## src/hdl/prslz_pkg.sv

```systemverilog
// ----------------------------------------------------------------------------
// prslz_pkg
// Types and constants shared by the PRS LZ decompressor modules.
// ----------------------------------------------------------------------------
`default_nettype none

package prslz_pkg;

  localparam int unsigned DistW = 14;
  localparam int unsigned LenW  = 9;

  localparam logic [DistW-1:0] LONG_OFS_BASE  = 14'd8192;
  localparam logic [DistW-1:0] SHORT_OFS_BASE = 14'd256;
  localparam logic [LenW-1:0]  LEN_BIAS       = 9'd2;
  localparam logic [2:0]       LEN_MASK       = 3'd7;

  typedef enum logic [1:0] {
    ST_DATA   = 2'd0,
    ST_END    = 2'd1,
    ST_BADREF = 2'd2
  } status_e;

  typedef enum logic [3:0] {
    PH_FLAG_A    = 4'd0,
    PH_FLAG_B    = 4'd1,
    PH_SHORT_B1  = 4'd2,
    PH_SHORT_B0  = 4'd3,
    PH_LIT       = 4'd4,
    PH_LONG_LO   = 4'd5,
    PH_LONG_HI   = 4'd6,
    PH_LONG_EXT  = 4'd7,
    PH_SHORT_OFF = 4'd8
  } phase_e;

  typedef enum logic [2:0] {
    S_IDLE   = 3'd0,
    S_DECODE = 3'd1,
    S_CHECK  = 3'd2,
    S_RD     = 3'd3,
    S_WR     = 3'd4,
    S_MID    = 3'd5,
    S_FLAGS  = 3'd6,
    S_TAIL   = 3'd7
  } state_e;

  typedef struct packed {
    logic             clear;
    logic             push;
    logic             push_from_ram;
    logic [7:0]       lit_byte;
    logic             rd_en;
    logic [DistW-1:0] back_dist;
    logic             emit_data;
    logic             emit_status;
    status_e          status_code;
    logic             emit_last;
  } cmd_t;

  typedef struct packed {
    logic out_free;
    logic lanes_full;
    logic lanes_empty;
    logic dist_bad;
  } stat_t;

endpackage

`default_nettype wire

```

## src/hdl/prslz_ctrl.sv

```systemverilog
// ----------------------------------------------------------------------------
// prslz_ctrl
// Token parser and sequencer: flag handling, copy loop and result emission.
// ----------------------------------------------------------------------------
`default_nettype none

module prslz_ctrl (
  input  wire logic             clk_i,
  input  wire logic             rst_ni,
  input  wire logic             s_tvalid_i,
  input  wire logic [7:0]       s_byte_i,
  input  wire logic             s_last_i,
  output logic                  s_tready_o,
  input  wire prslz_pkg::stat_t stat_i,
  output prslz_pkg::cmd_t       cmd_o
);
  import prslz_pkg::*;

  state_e           state_q, state_d;
  phase_e           phase_q, phase_d;
  logic [7:0]       ctrl_q, ctrl_d;
  logic [3:0]       bits_q, bits_d;
  logic [15:0]      word_q, word_d;
  logic [1:0]       slen_q, slen_d;
  logic             halted_q, halted_d;
  logic [7:0]       byte_q, byte_d;
  logic             last_q, last_d;
  logic [LenW-1:0]  len_q, len_d;
  logic [DistW-1:0] dist_q, dist_d;
  status_e          status_q, status_d;

  logic [15:0] word_full;
  logic        finish;

  assign word_full = {byte_q, word_q[7:0]};

  always_comb begin
    state_d  = state_q;
    phase_d  = phase_q;
    ctrl_d   = ctrl_q;
    bits_d   = bits_q;
    word_d   = word_q;
    slen_d   = slen_q;
    halted_d = halted_q;
    byte_d   = byte_q;
    last_d   = last_q;
    len_d    = len_q;
    dist_d   = dist_q;
    status_d = status_q;
    finish   = 1'b0;
    s_tready_o = 1'b0;

    cmd_o               = '0;
    cmd_o.lit_byte      = byte_q;
    cmd_o.back_dist     = dist_q;
    cmd_o.status_code   = status_q;

    unique case (state_q)
      S_IDLE: begin
        s_tready_o = 1'b1;
        if (s_tvalid_i) begin
          byte_d  = s_byte_i;
          last_d  = s_last_i;
          state_d = S_DECODE;
        end
      end

      S_DECODE: begin
        if (halted_q) begin
          state_d = S_TAIL;
        end else begin
          state_d = S_FLAGS;
          case (phase_q) inside
            PH_FLAG_A, PH_FLAG_B, PH_SHORT_B1, PH_SHORT_B0: begin
              ctrl_d = byte_q;
              bits_d = 4'd8;
            end
            PH_LIT: begin
              cmd_o.push = 1'b1;
              phase_d    = PH_FLAG_A;
            end
            PH_LONG_LO: begin
              word_d  = {8'd0, byte_q};
              phase_d = PH_LONG_HI;
            end
            PH_LONG_HI: begin
              word_d  = word_full;
              phase_d = PH_FLAG_A;
              if (word_full == 16'd0) begin
                status_d = ST_END;
                halted_d = 1'b1;
                state_d  = S_TAIL;
              end else if ((word_full[2:0] & LEN_MASK) == 3'd0) begin
                phase_d = PH_LONG_EXT;
              end else begin
                len_d   = LenW'(word_full[2:0]) + LEN_BIAS;
                dist_d  = LONG_OFS_BASE - DistW'(word_full[15:3]);
                state_d = S_CHECK;
              end
            end
            PH_LONG_EXT: begin
              phase_d = PH_FLAG_A;
              len_d   = LenW'(byte_q) + LenW'(1);
              dist_d  = LONG_OFS_BASE - DistW'(word_q[15:3]);
              state_d = S_CHECK;
            end
            PH_SHORT_OFF: begin
              phase_d = PH_FLAG_A;
              len_d   = LenW'(slen_q) + LEN_BIAS;
              dist_d  = SHORT_OFS_BASE - DistW'(byte_q);
              state_d = S_CHECK;
            end
            default: begin
              phase_d = PH_FLAG_A;
            end
          endcase
        end
      end

      S_CHECK: begin
        if (stat_i.dist_bad) begin
          status_d = ST_BADREF;
          halted_d = 1'b1;
          state_d  = S_TAIL;
        end else begin
          state_d = S_RD;
        end
      end

      S_RD: begin
        cmd_o.rd_en = 1'b1;
        state_d     = S_WR;
      end

      S_WR: begin
        cmd_o.push          = 1'b1;
        cmd_o.push_from_ram = 1'b1;
        len_d = len_q - LenW'(1);
        state_d = (len_q == LenW'(1)) ? S_FLAGS : S_MID;
      end

      S_MID: begin
        // A full lane group is sent on before the copy goes on.
        if (!stat_i.lanes_full) begin
          state_d = S_RD;
        end else if (stat_i.out_free) begin
          cmd_o.emit_data = 1'b1;
          state_d         = S_RD;
        end
      end

      S_FLAGS: begin
        if (!halted_q && (phase_q < PH_LIT) && (bits_q != 4'd0)) begin
          ctrl_d = {1'b0, ctrl_q[7:1]};
          bits_d = bits_q - 4'd1;
          unique case (phase_q)
            PH_FLAG_A:   phase_d = ctrl_q[0] ? PH_LIT : PH_FLAG_B;
            PH_FLAG_B:   phase_d = ctrl_q[0] ? PH_LONG_LO : PH_SHORT_B1;
            PH_SHORT_B1: begin
              slen_d  = {ctrl_q[0], 1'b0};
              phase_d = PH_SHORT_B0;
            end
            default: begin
              slen_d  = {slen_q[1], ctrl_q[0]};
              phase_d = PH_SHORT_OFF;
            end
          endcase
        end else begin
          state_d = S_TAIL;
        end
      end

      S_TAIL: begin
        if (status_q != ST_DATA) begin
          if (stat_i.out_free) begin
            cmd_o.emit_status = 1'b1;
            finish = 1'b1;
          end
        end else if (!stat_i.lanes_empty) begin
          if (stat_i.out_free) begin
            cmd_o.emit_data = 1'b1;
            cmd_o.emit_last = 1'b1;
            finish = 1'b1;
          end
        end else begin
          finish = 1'b1;
        end
        if (finish) begin
          status_d = ST_DATA;
          state_d  = S_IDLE;
          if (last_q) begin
            cmd_o.clear = 1'b1;
            phase_d  = PH_FLAG_A;
            ctrl_d   = 8'd0;
            bits_d   = 4'd0;
            word_d   = 16'd0;
            slen_d   = 2'd0;
            halted_d = 1'b0;
          end
        end
      end

      default: state_d = S_IDLE;
    endcase
  end

  always_ff @(posedge clk_i or negedge rst_ni) begin
    if (!rst_ni) begin
      state_q  <= S_IDLE;
      phase_q  <= PH_FLAG_A;
      ctrl_q   <= 8'd0;
      bits_q   <= 4'd0;
      word_q   <= 16'd0;
      slen_q   <= 2'd0;
      halted_q <= 1'b0;
      status_q <= ST_DATA;
    end else begin
      state_q  <= state_d;
      phase_q  <= phase_d;
      ctrl_q   <= ctrl_d;
      bits_q   <= bits_d;
      word_q   <= word_d;
      slen_q   <= slen_d;
      halted_q <= halted_d;
      status_q <= status_d;
    end
  end

  always_ff @(posedge clk_i) begin
    byte_q <= byte_d;
    last_q <= last_d;
    len_q  <= len_d;
    dist_q <= dist_d;
  end

endmodule

`default_nettype wire

```

## config.mk

```make
export PLATFORM = sky130hd
export DESIGN_NAME = prslz_ctrl
export DESIGN_NICKNAME = d
export VERILOG_FILES = /design/src/hdl/prslz_pkg.sv /design/src/hdl/prslz_ctrl.sv
export SDC_FILE = /design/constraint.sdc
export NUM_CORES = 1
export LEC_CHECK = 0
export BUFFER_PORTS_ARGS = -buffer_cell sky130_fd_sc_hd__buf_2
export CORE_UTILIZATION = 50
export CTS_CLUSTER_SIZE = 28
export DETAILED_ROUTE_END_ITERATION = 7
export PLACE_DENSITY = 0.67
export SETUP_SLACK_MARGIN = 0.4
export SKIP_CTS_REPAIR_TIMING = 1
export SLEW_MARGIN = 25
export SYNTH_ARGS = -nofsm -noshare
export SYNTH_HDL_FRONTEND = slang
export SYNTH_SLANG_ARGS = --single-unit
```

## constraint.sdc

```tcl
create_clock -name clk_i -period 2.65 [get_ports clk_i]
set_input_delay 0.795 -clock clk_i [delete_from_list [all_inputs] [get_ports clk_i]]
set_output_delay 0.795 -clock clk_i [all_outputs]
set_load 0.05 [all_outputs]
```

==> results of run 1 <==
-- through the flow --
step	power (µW)	worst slack [ns]	area, µm²	hold WS, ns
6_report	6088	0.3089	5378	0.4079
5_1_grt	6474	0.2537	5378	0.4214
4_1_cts	5782	0.01979	5106	0.4252
3_5_place_dp	4650	0.09876	4850	0.4578
3_3_place_gp	4562	0.1373	4850	0.4538
2_1_floorplan	3952	0.06402	4385	0.4410
-- state kept, by name, summed over array words and instances (netlist names) --
| register | count |
|---|---|
| halted_q | 1 |
| bits_q | 4 |
| phase_q | 4 |
| ctrl_q | 8 |
| len_q | 9 |
| slen_q | 2 |
| dist_q | 14 |
| byte_q | 8 |
| state_q | 3 |
| last_q | 1 |
| status_q | 2 |
| word_q | 16 |
-- kinds of logic after synthesis --
family	count (synthesis)
compound gates	106
simple gates	179
xor+xnor	32
buf+inv	48
flops	72
mux	13
fa+ha+maj	7
-- Yosys cell counts (all sizes together), types with 7 or more instances --
cell type,n,area (µm²)
nand2,52,195.2
dfrtp,40,1001
edfxtp,32,960.9
nor2,29,108.9
o21ai,26,133.9
inv,20,75.07
xnor2,20,175.2
clkbuf,19,71.32
a21oi,16,83.83
nand3,15,80.08
xor2,12,105.1
nor3,11,55.05
nor4,10,81.33
o22ai,10,62.56
a21o,9,67.56
buf,9,51.30
mux2i,9,90.09
a31oi,8,50.05
nor2b,8,50.05
nor3b,8,60.06
and3,7,43.79
ha,7,87.58
-- where the power goes --
group	internal (µW)	total (µW)	switching [µW]	leakage [µW]
Clock	714	1130	421	0.000125
Combinational	1240	2890	1660	0.00143
Sequential	1610	2060	446	0.000782
Total	3560	6090	2530	0.00233
-- how the worst max path moves through the flow --
stage | startpoint | endpoint | slack, ns
6_report | state_q[1] | cmd_o[4] | 0.31
5_1_grt | state_q[2] | cmd_o[29] | 0.25
4_1_cts | state_q[0] | cmd_o[30] | 0.02
3_5_place_dp | stat_i[1] | cmd_o[30] | 0.1
3_3_place_gp | stat_i[1] | cmd_o[30] | 0.14
2_1_floorplan | stat_i[1] | cmd_o[4] | 0.06
-- routing by layer --
layer / GRT usage / vias up / routed length, µm
li1: - / 1817 / -
met5: 0 / - / 0
met2: 0.4060 / 137 / 5380
met4: 0.07576 / 0 / 146
met3: 0.04147 / 11 / 625
met1: 0.3481 / 1809 / 4994
-- worst max-delay path: cells and delay by family (launching register included) --
kind	cells	cell delay, ns
AND/OR/NAND/NOR	1	0.19
buffers and inverters	2	0.39
flip-flops	1	0.47
multiplexers	1	0.14
-- layout make-up --
| type | instances | area [µm²] |
|---|---|---|
| Clock buffer | 9 | 123.9 |
| Clock inverter | 6 | 132.6 |
| Fill cell | 665 | 2922 |
| Inverter | 20 | 77.57 |
| Multi-Input combinational cell | 337 | 2310 |
| Sequential cell | 72 | 1968 |
| Tap cell | 105 | 131.4 |
| Timing Repair Buffer | 94 | 634.4 |
==> flow_summary.json, run 1 <==
{
  "clk-insertion-delay-late_ns": 0.35,
  "detail_route.drc_violations": 0,
  "grt_overflow_total": 0,
  "syn_area_per_cell_um2": 9.506,
  "type_of_origin_of_the_critical_path": "flop",
  "floorplan.rows": 33,
  "layout.core_utilization": 0.6480,
  "synth-edff-count": 32,
  "synth_top_family_by_area": "simple AND/OR/NAND/NOR gates",
  "crit-reg2reg-capture": "dist_q[12]",
  "async_reset_ff_frac": 0.5556,
  "vias": 3774,
  "yosys.area_share.xor_xnor": 0.06452,
  "measured_slew_at_the_worst_slew_check_pin_ns": 0.5872,
  "grt_pass1_wl_um": 17180,
  "setup_viol": 0,
  "delay_of_the_slowest_cell_on_the_worst_path_ns": 0.47,
  "synthesis.yosys.warnings": 0,
  "setup.worst_path.end_class": "primary output",
  "place_congestion": 0.8726,
  "required_ns": 1.86,
  "cts_buffers": 9,
  "place.detailed.instances": 611,
  "crit_path_cell_trace": "buf_4 > mux2i_1 > nor3b_2 > buf_6",
  "synth-simple-area-share": 0.2249,
  "mostFrequentLayoutCell": "sky130_fd_sc_hd__nand2_1",
  "rrSetupSlack_ns": 0.46,
  "initial_utilization": 0.5234,
  "slowest_stage": "sky130_fd_sc_hd__dfrtp_2",
  "fmax_mhz": 427.1,
  "die_x_um": 95.21,
  "synthesis.instances": 457,
  "place.detailed.hpwl_um": 7928,
  "cts.htree.levels": 3,
  "path_clk_slew_ns": 0.08,
  "r2r_cells": 7,
  "finalNonFillerCells": 643,
  "synth_compound_area_frac": 0.1622,
  "number_of_violations_reported_at_the_end_of_detailed_routing_iteration_0": 322,
  "ys_seq_area_frac": 0.4516,
  "drtAntennaViolNets": 0,
  "grt_max_degree": 21,
  "antenna_found_initial": 0,
  "criticalPathCategory": "reg -> out",
  "worst-path-max-fanout": 13,
  "drt-wirelength-per-cell_um": 17.34,
  "fin_tns_setup_ns": 0,
  "drt_wl_total_um": 11150,
  "synthToLayoutAreaGrowth_pct": 23.79,
  "reg2reg_from": "word_q[4]",
  "first_global_vias": 3429,
  "vias_per_cell": 5.869,
  "holdCritPathClass": "in -> async",
  "clock_path_buffers": 2,
  "power_density_nw_per_um2": 1132,
  "syn_nets": 480,
  "synth.cell_area_um2": 4344,
  "drtPass1Iterations": 5,
  "ys_seq_elements": 72,
  "clock_sink_count": 72,
  "hold_viol_final": 0,
  "cp.arrival_ns": 1.55,
  "finalNetCount": 557,
  "timing_max_transition_violations_final": 0,
  "antenna_cells": 0,
  "floorplan.die_area_um2": 9065,
  "synth_cell_type_count": 68,
  "layout_common_cells": "sky130_fd_sc_hd__nand2_1, sky130_fd_sc_hd__buf_4, sky130_fd_sc_hd__buf_2, sky130_fd_sc_hd__dfrtp_1, sky130_fd_sc_hd__edfxtp_1",
  "p_leak_uw": 0.002333,
  "synthFlopType": "sky130_fd_sc_hd__dfrtp_1",
  "fraction_of_layout_cells_with_a_size_suffix_above_1": 0.2770,
  "ioPinCount": 48,
  "core_region_area_um2": 8299,
  "grtUsageTotal": 0.2522,
  "port_buffers": 47,
  "arithmetic_cell_share_of_the_synthesized_area_counting_full_adders_half_adders_and_majority_gates": 0.02016,
  "cts_tree": "done",
  "relSlewSlack": 0.6049,
  "cts-root-buf": "sky130_fd_sc_hd__clkbuf_8",
  "cap_viol_max_count": 0,
  "final.setup_skew_ns": 0.01207,
  "final_min_period_over_clock_period": 0.8834,
  "status": "completed",
  "floorplan.die.height_um": 95.21,
  "post_synth_mux_area_share": 0.03111,
  "peakVddDrop_mv": 0.5828,
  "rsz_0062_raised_after_global_routing": "true",
  "timing.final.crit_period_ns": 2.341
}
(Power assumes the default switching activity.)
==> run 2, diff against run 1 <==
CORE_UTILIZATION = 45   (was 50)
PLACE_DENSITY = 0.61   (was 0.67)
==> run 2 against run 1 <==
Clock skew about the same. Sequential share of layout area down 0.18 points. First-iteration DRC count down 18%. Cell count up 3.1%. Core utilization down 6.5 points. Worst hold slack worse by 0.045 ns. Sequential cell count unchanged. Die area up 11%. Global-route usage down 1.7 points. Routed wire length up 1.7%. Clock power down 14%. Power down 1.3%. Critical path type is now in -> out.
==> flow_summary.json, run 2 (synthesis results as in run 1) <==
{
  "status": "completed",
  "setup_viol": 0,
  "grt_overflow_total": 0,
  "crit_path_cell_trace": "buf_4 > nor3b_4 > buf_4 > o211ai_4 > inv_4 > buf_8",
  "largest_registers": "word_q (16), dist_q (14), len_q (9)",
  "fraction_of_layout_cells_with_a_size_suffix_above_1": 0.2753,
  "detail_route.drc_violations": 0,
  "core_region_area_um2": 9284,
  "required_ns": 1.86,
  "criticalPathCategory": "in -> out",
  "first_global_vias": 3510,
  "ioPinCount": 48,
  "place.detailed.hpwl_um": 8246,
  "floorplan.die_area_um2": 10050,
  "delay_of_the_slowest_cell_on_the_worst_path_ns": 0.19,
  "type_of_origin_of_the_critical_path": "input pin",
  "floorplan.die.height_um": 100.3,
  "cap_viol_max_count": 0,
  "initial_utilization": 0.4679,
  "layout.area.seq_um2": 1972,
  "cts_tree": "done",
  "fillCellCount": 868,
  "fmax_mhz": 413.7,
  "path_clk_slew_ns": 0.08,
  "cp.arrival_ns": 1.62,
  "total_power_uw": 6012,
  "layout_common_cells": "sky130_fd_sc_hd__nand2_1, sky130_fd_sc_hd__buf_4, sky130_fd_sc_hd__buf_2, sky130_fd_sc_hd__dfrtp_1, sky130_fd_sc_hd__edfxtp_1",
  "grtUsageTotal": 0.2350,
  "timing.final.crit_period_ns": 2.417,
  "holdCritPathClass": "in -> async",
  "regMostFlops": "word_q",
  "antenna_cells": 0,
  "clk-insertion-delay-late_ns": 0.35,
  "mostFrequentLayoutCell": "sky130_fd_sc_hd__nand2_1",
  "cts.htree.levels": 3,
  "vias": 3728,
  "rsz_0062_raised_after_global_routing": "true",
  "cts_buffers": 9,
  "hold_viol_final": 0,
  "die_x_um": 100.3,
  "fin_tns_setup_ns": 0,
  "timing_max_transition_violations_final": 0,
  "grt_max_degree": 17,
  "footprint_of_the_multi_input_gates_um2": 2333,
  "worst_hold_slack_ns": 0.3628,
  "setup.worst_path.end_class": "primary output",
  "relSlewSlack": 0.5954,
  "final_min_period_over_clock_period": 0.9121,
  "antenna_found_initial": 0,
  "synthToLayoutAreaGrowth_pct": 24.65,
  "clock_path_buffers": 2,
  "drt-wirelength-per-cell_um": 17.09,
  "finalNetCount": 552,
  "clock_sink_count": 72,
  "number_of_violations_reported_at_the_end_of_detailed_routing_iteration_0": 265,
  "placed_area_um2": 4900,
  "drtPass1Iterations": 5,
  "layout.core_utilization": 0.5833,
  "measured_slew_at_the_worst_slew_check_pin_ns": 0.6014,
  "cts-root-buf": "sky130_fd_sc_hd__clkbuf_8",
  "peakVddDrop_mv": 0.5954,
  "drtAntennaViolNets": 0,
  "vias_per_cell": 5.623,
  "grt_pass1_wl_um": 18000,
  "worst-path-max-fanout": 3,
  "fin_area_um2": 5415,
  "p_leak_uw": 0.002309,
  "largest_reg_flops": 16,
  "place_congestion": 0.9013,
  "cpMostUsedCell": "sky130_fd_sc_hd__buf_4",
  "r2r_cells": 7,
  "power_density_nw_per_um2": 1110,
  "drt_wl_total_um": 11330,
  "final.setup_skew_ns": 0.01249,
  "floorplan.rows": 35,
  "slowest_stage": "sky130_fd_sc_hd__o211ai_4",
  "port_buffers": 47
}
==> run 2: cell types whose count changed in the layout (fill, tap and decap cells not counted), moves of 2 or more <==
cell                        previous run  this run
sky130_fd_sc_hd__dfrtp_1              35        32
sky130_fd_sc_hd__dfrtp_2               5         8
sky130_fd_sc_hd__bufinv_16             4         2
sky130_fd_sc_hd__buf_4                47        40
sky130_fd_sc_hd__buf_12                0         2
sky130_fd_sc_hd__inv_6                 0         2
sky130_fd_sc_hd__clkbuf_4              3         0
sky130_fd_sc_hd__buf_8                 2         5
==> run 2: through the flow <==
| step | std cells | worst slack [ns] |
|---|---|---|
| floorplan | 457 | 0.06402 |
| global placement | 636 | 0.1375 |
| detailed placement | 636 | 0.1398 |
| CTS | 652 | 0.09548 |
| global route | 663 | 0.1985 |
| finish | 663 | 0.2329 |
==> run 2: area by class of cell <==
| type | instances | area share |
|---|---|---|
| sequential | 72 | 0.3641 |
| multi-input combinational | 337 | 0.4309 |
| clock inverter | 6 | 0.01710 |
| inverter | 20 | 0.01433 |
| clock buffer | 10 | 0.02357 |
| timing repair buffer | 89 | 0.1201 |
| tap | 129 | 0.02981 |
==> run 2: per-layer routing <==
layer,vias to the layer above,part of all wire,track usage
li1,1811,-,-
met1,1783,0.46,0.3271
met2,119,0.47,0.3704
met3,15,0.062,0.04735
met4,0,0.012,0.07135
met5,-,0,0
==> run 2: final timing paths <==
kind	end	start	slack, ns
setup / recovery	cmd_o[30]	stat_i[1]	0.23
hold / removal	phase_q[2]	rst_ni	0.36
setup reg to reg	dist_q[12]	word_q[3]	0.47
hold reg to reg	ctrl_q[1]	ctrl_q[1]	0.48
max in group asynchronous	ctrl_q[0]	rst_ni	1.73
min in group clk_i	ctrl_q[1]	ctrl_q[1]	0.48
==> run 2: report_power, final <==
| part | leakage, µW | switching, µW | internal (µW) |
|---|---|---|---|
| combinational | 0.00143 | 1670 | 1280 |
| sequential | 0.000778 | 471 | 1620 |
| clock | 0.000104 | 440 | 537 |
| total | 0.00231 | 2580 | 3430 |
==> run 2: critical path: cells and delay by family <==
family / cells / cell delay, ns
buffers and inverters: 4 / 0.49
AND/OR/NAND/NOR: 1 / 0.14
AO/OA/AOI/OAI: 1 / 0.19
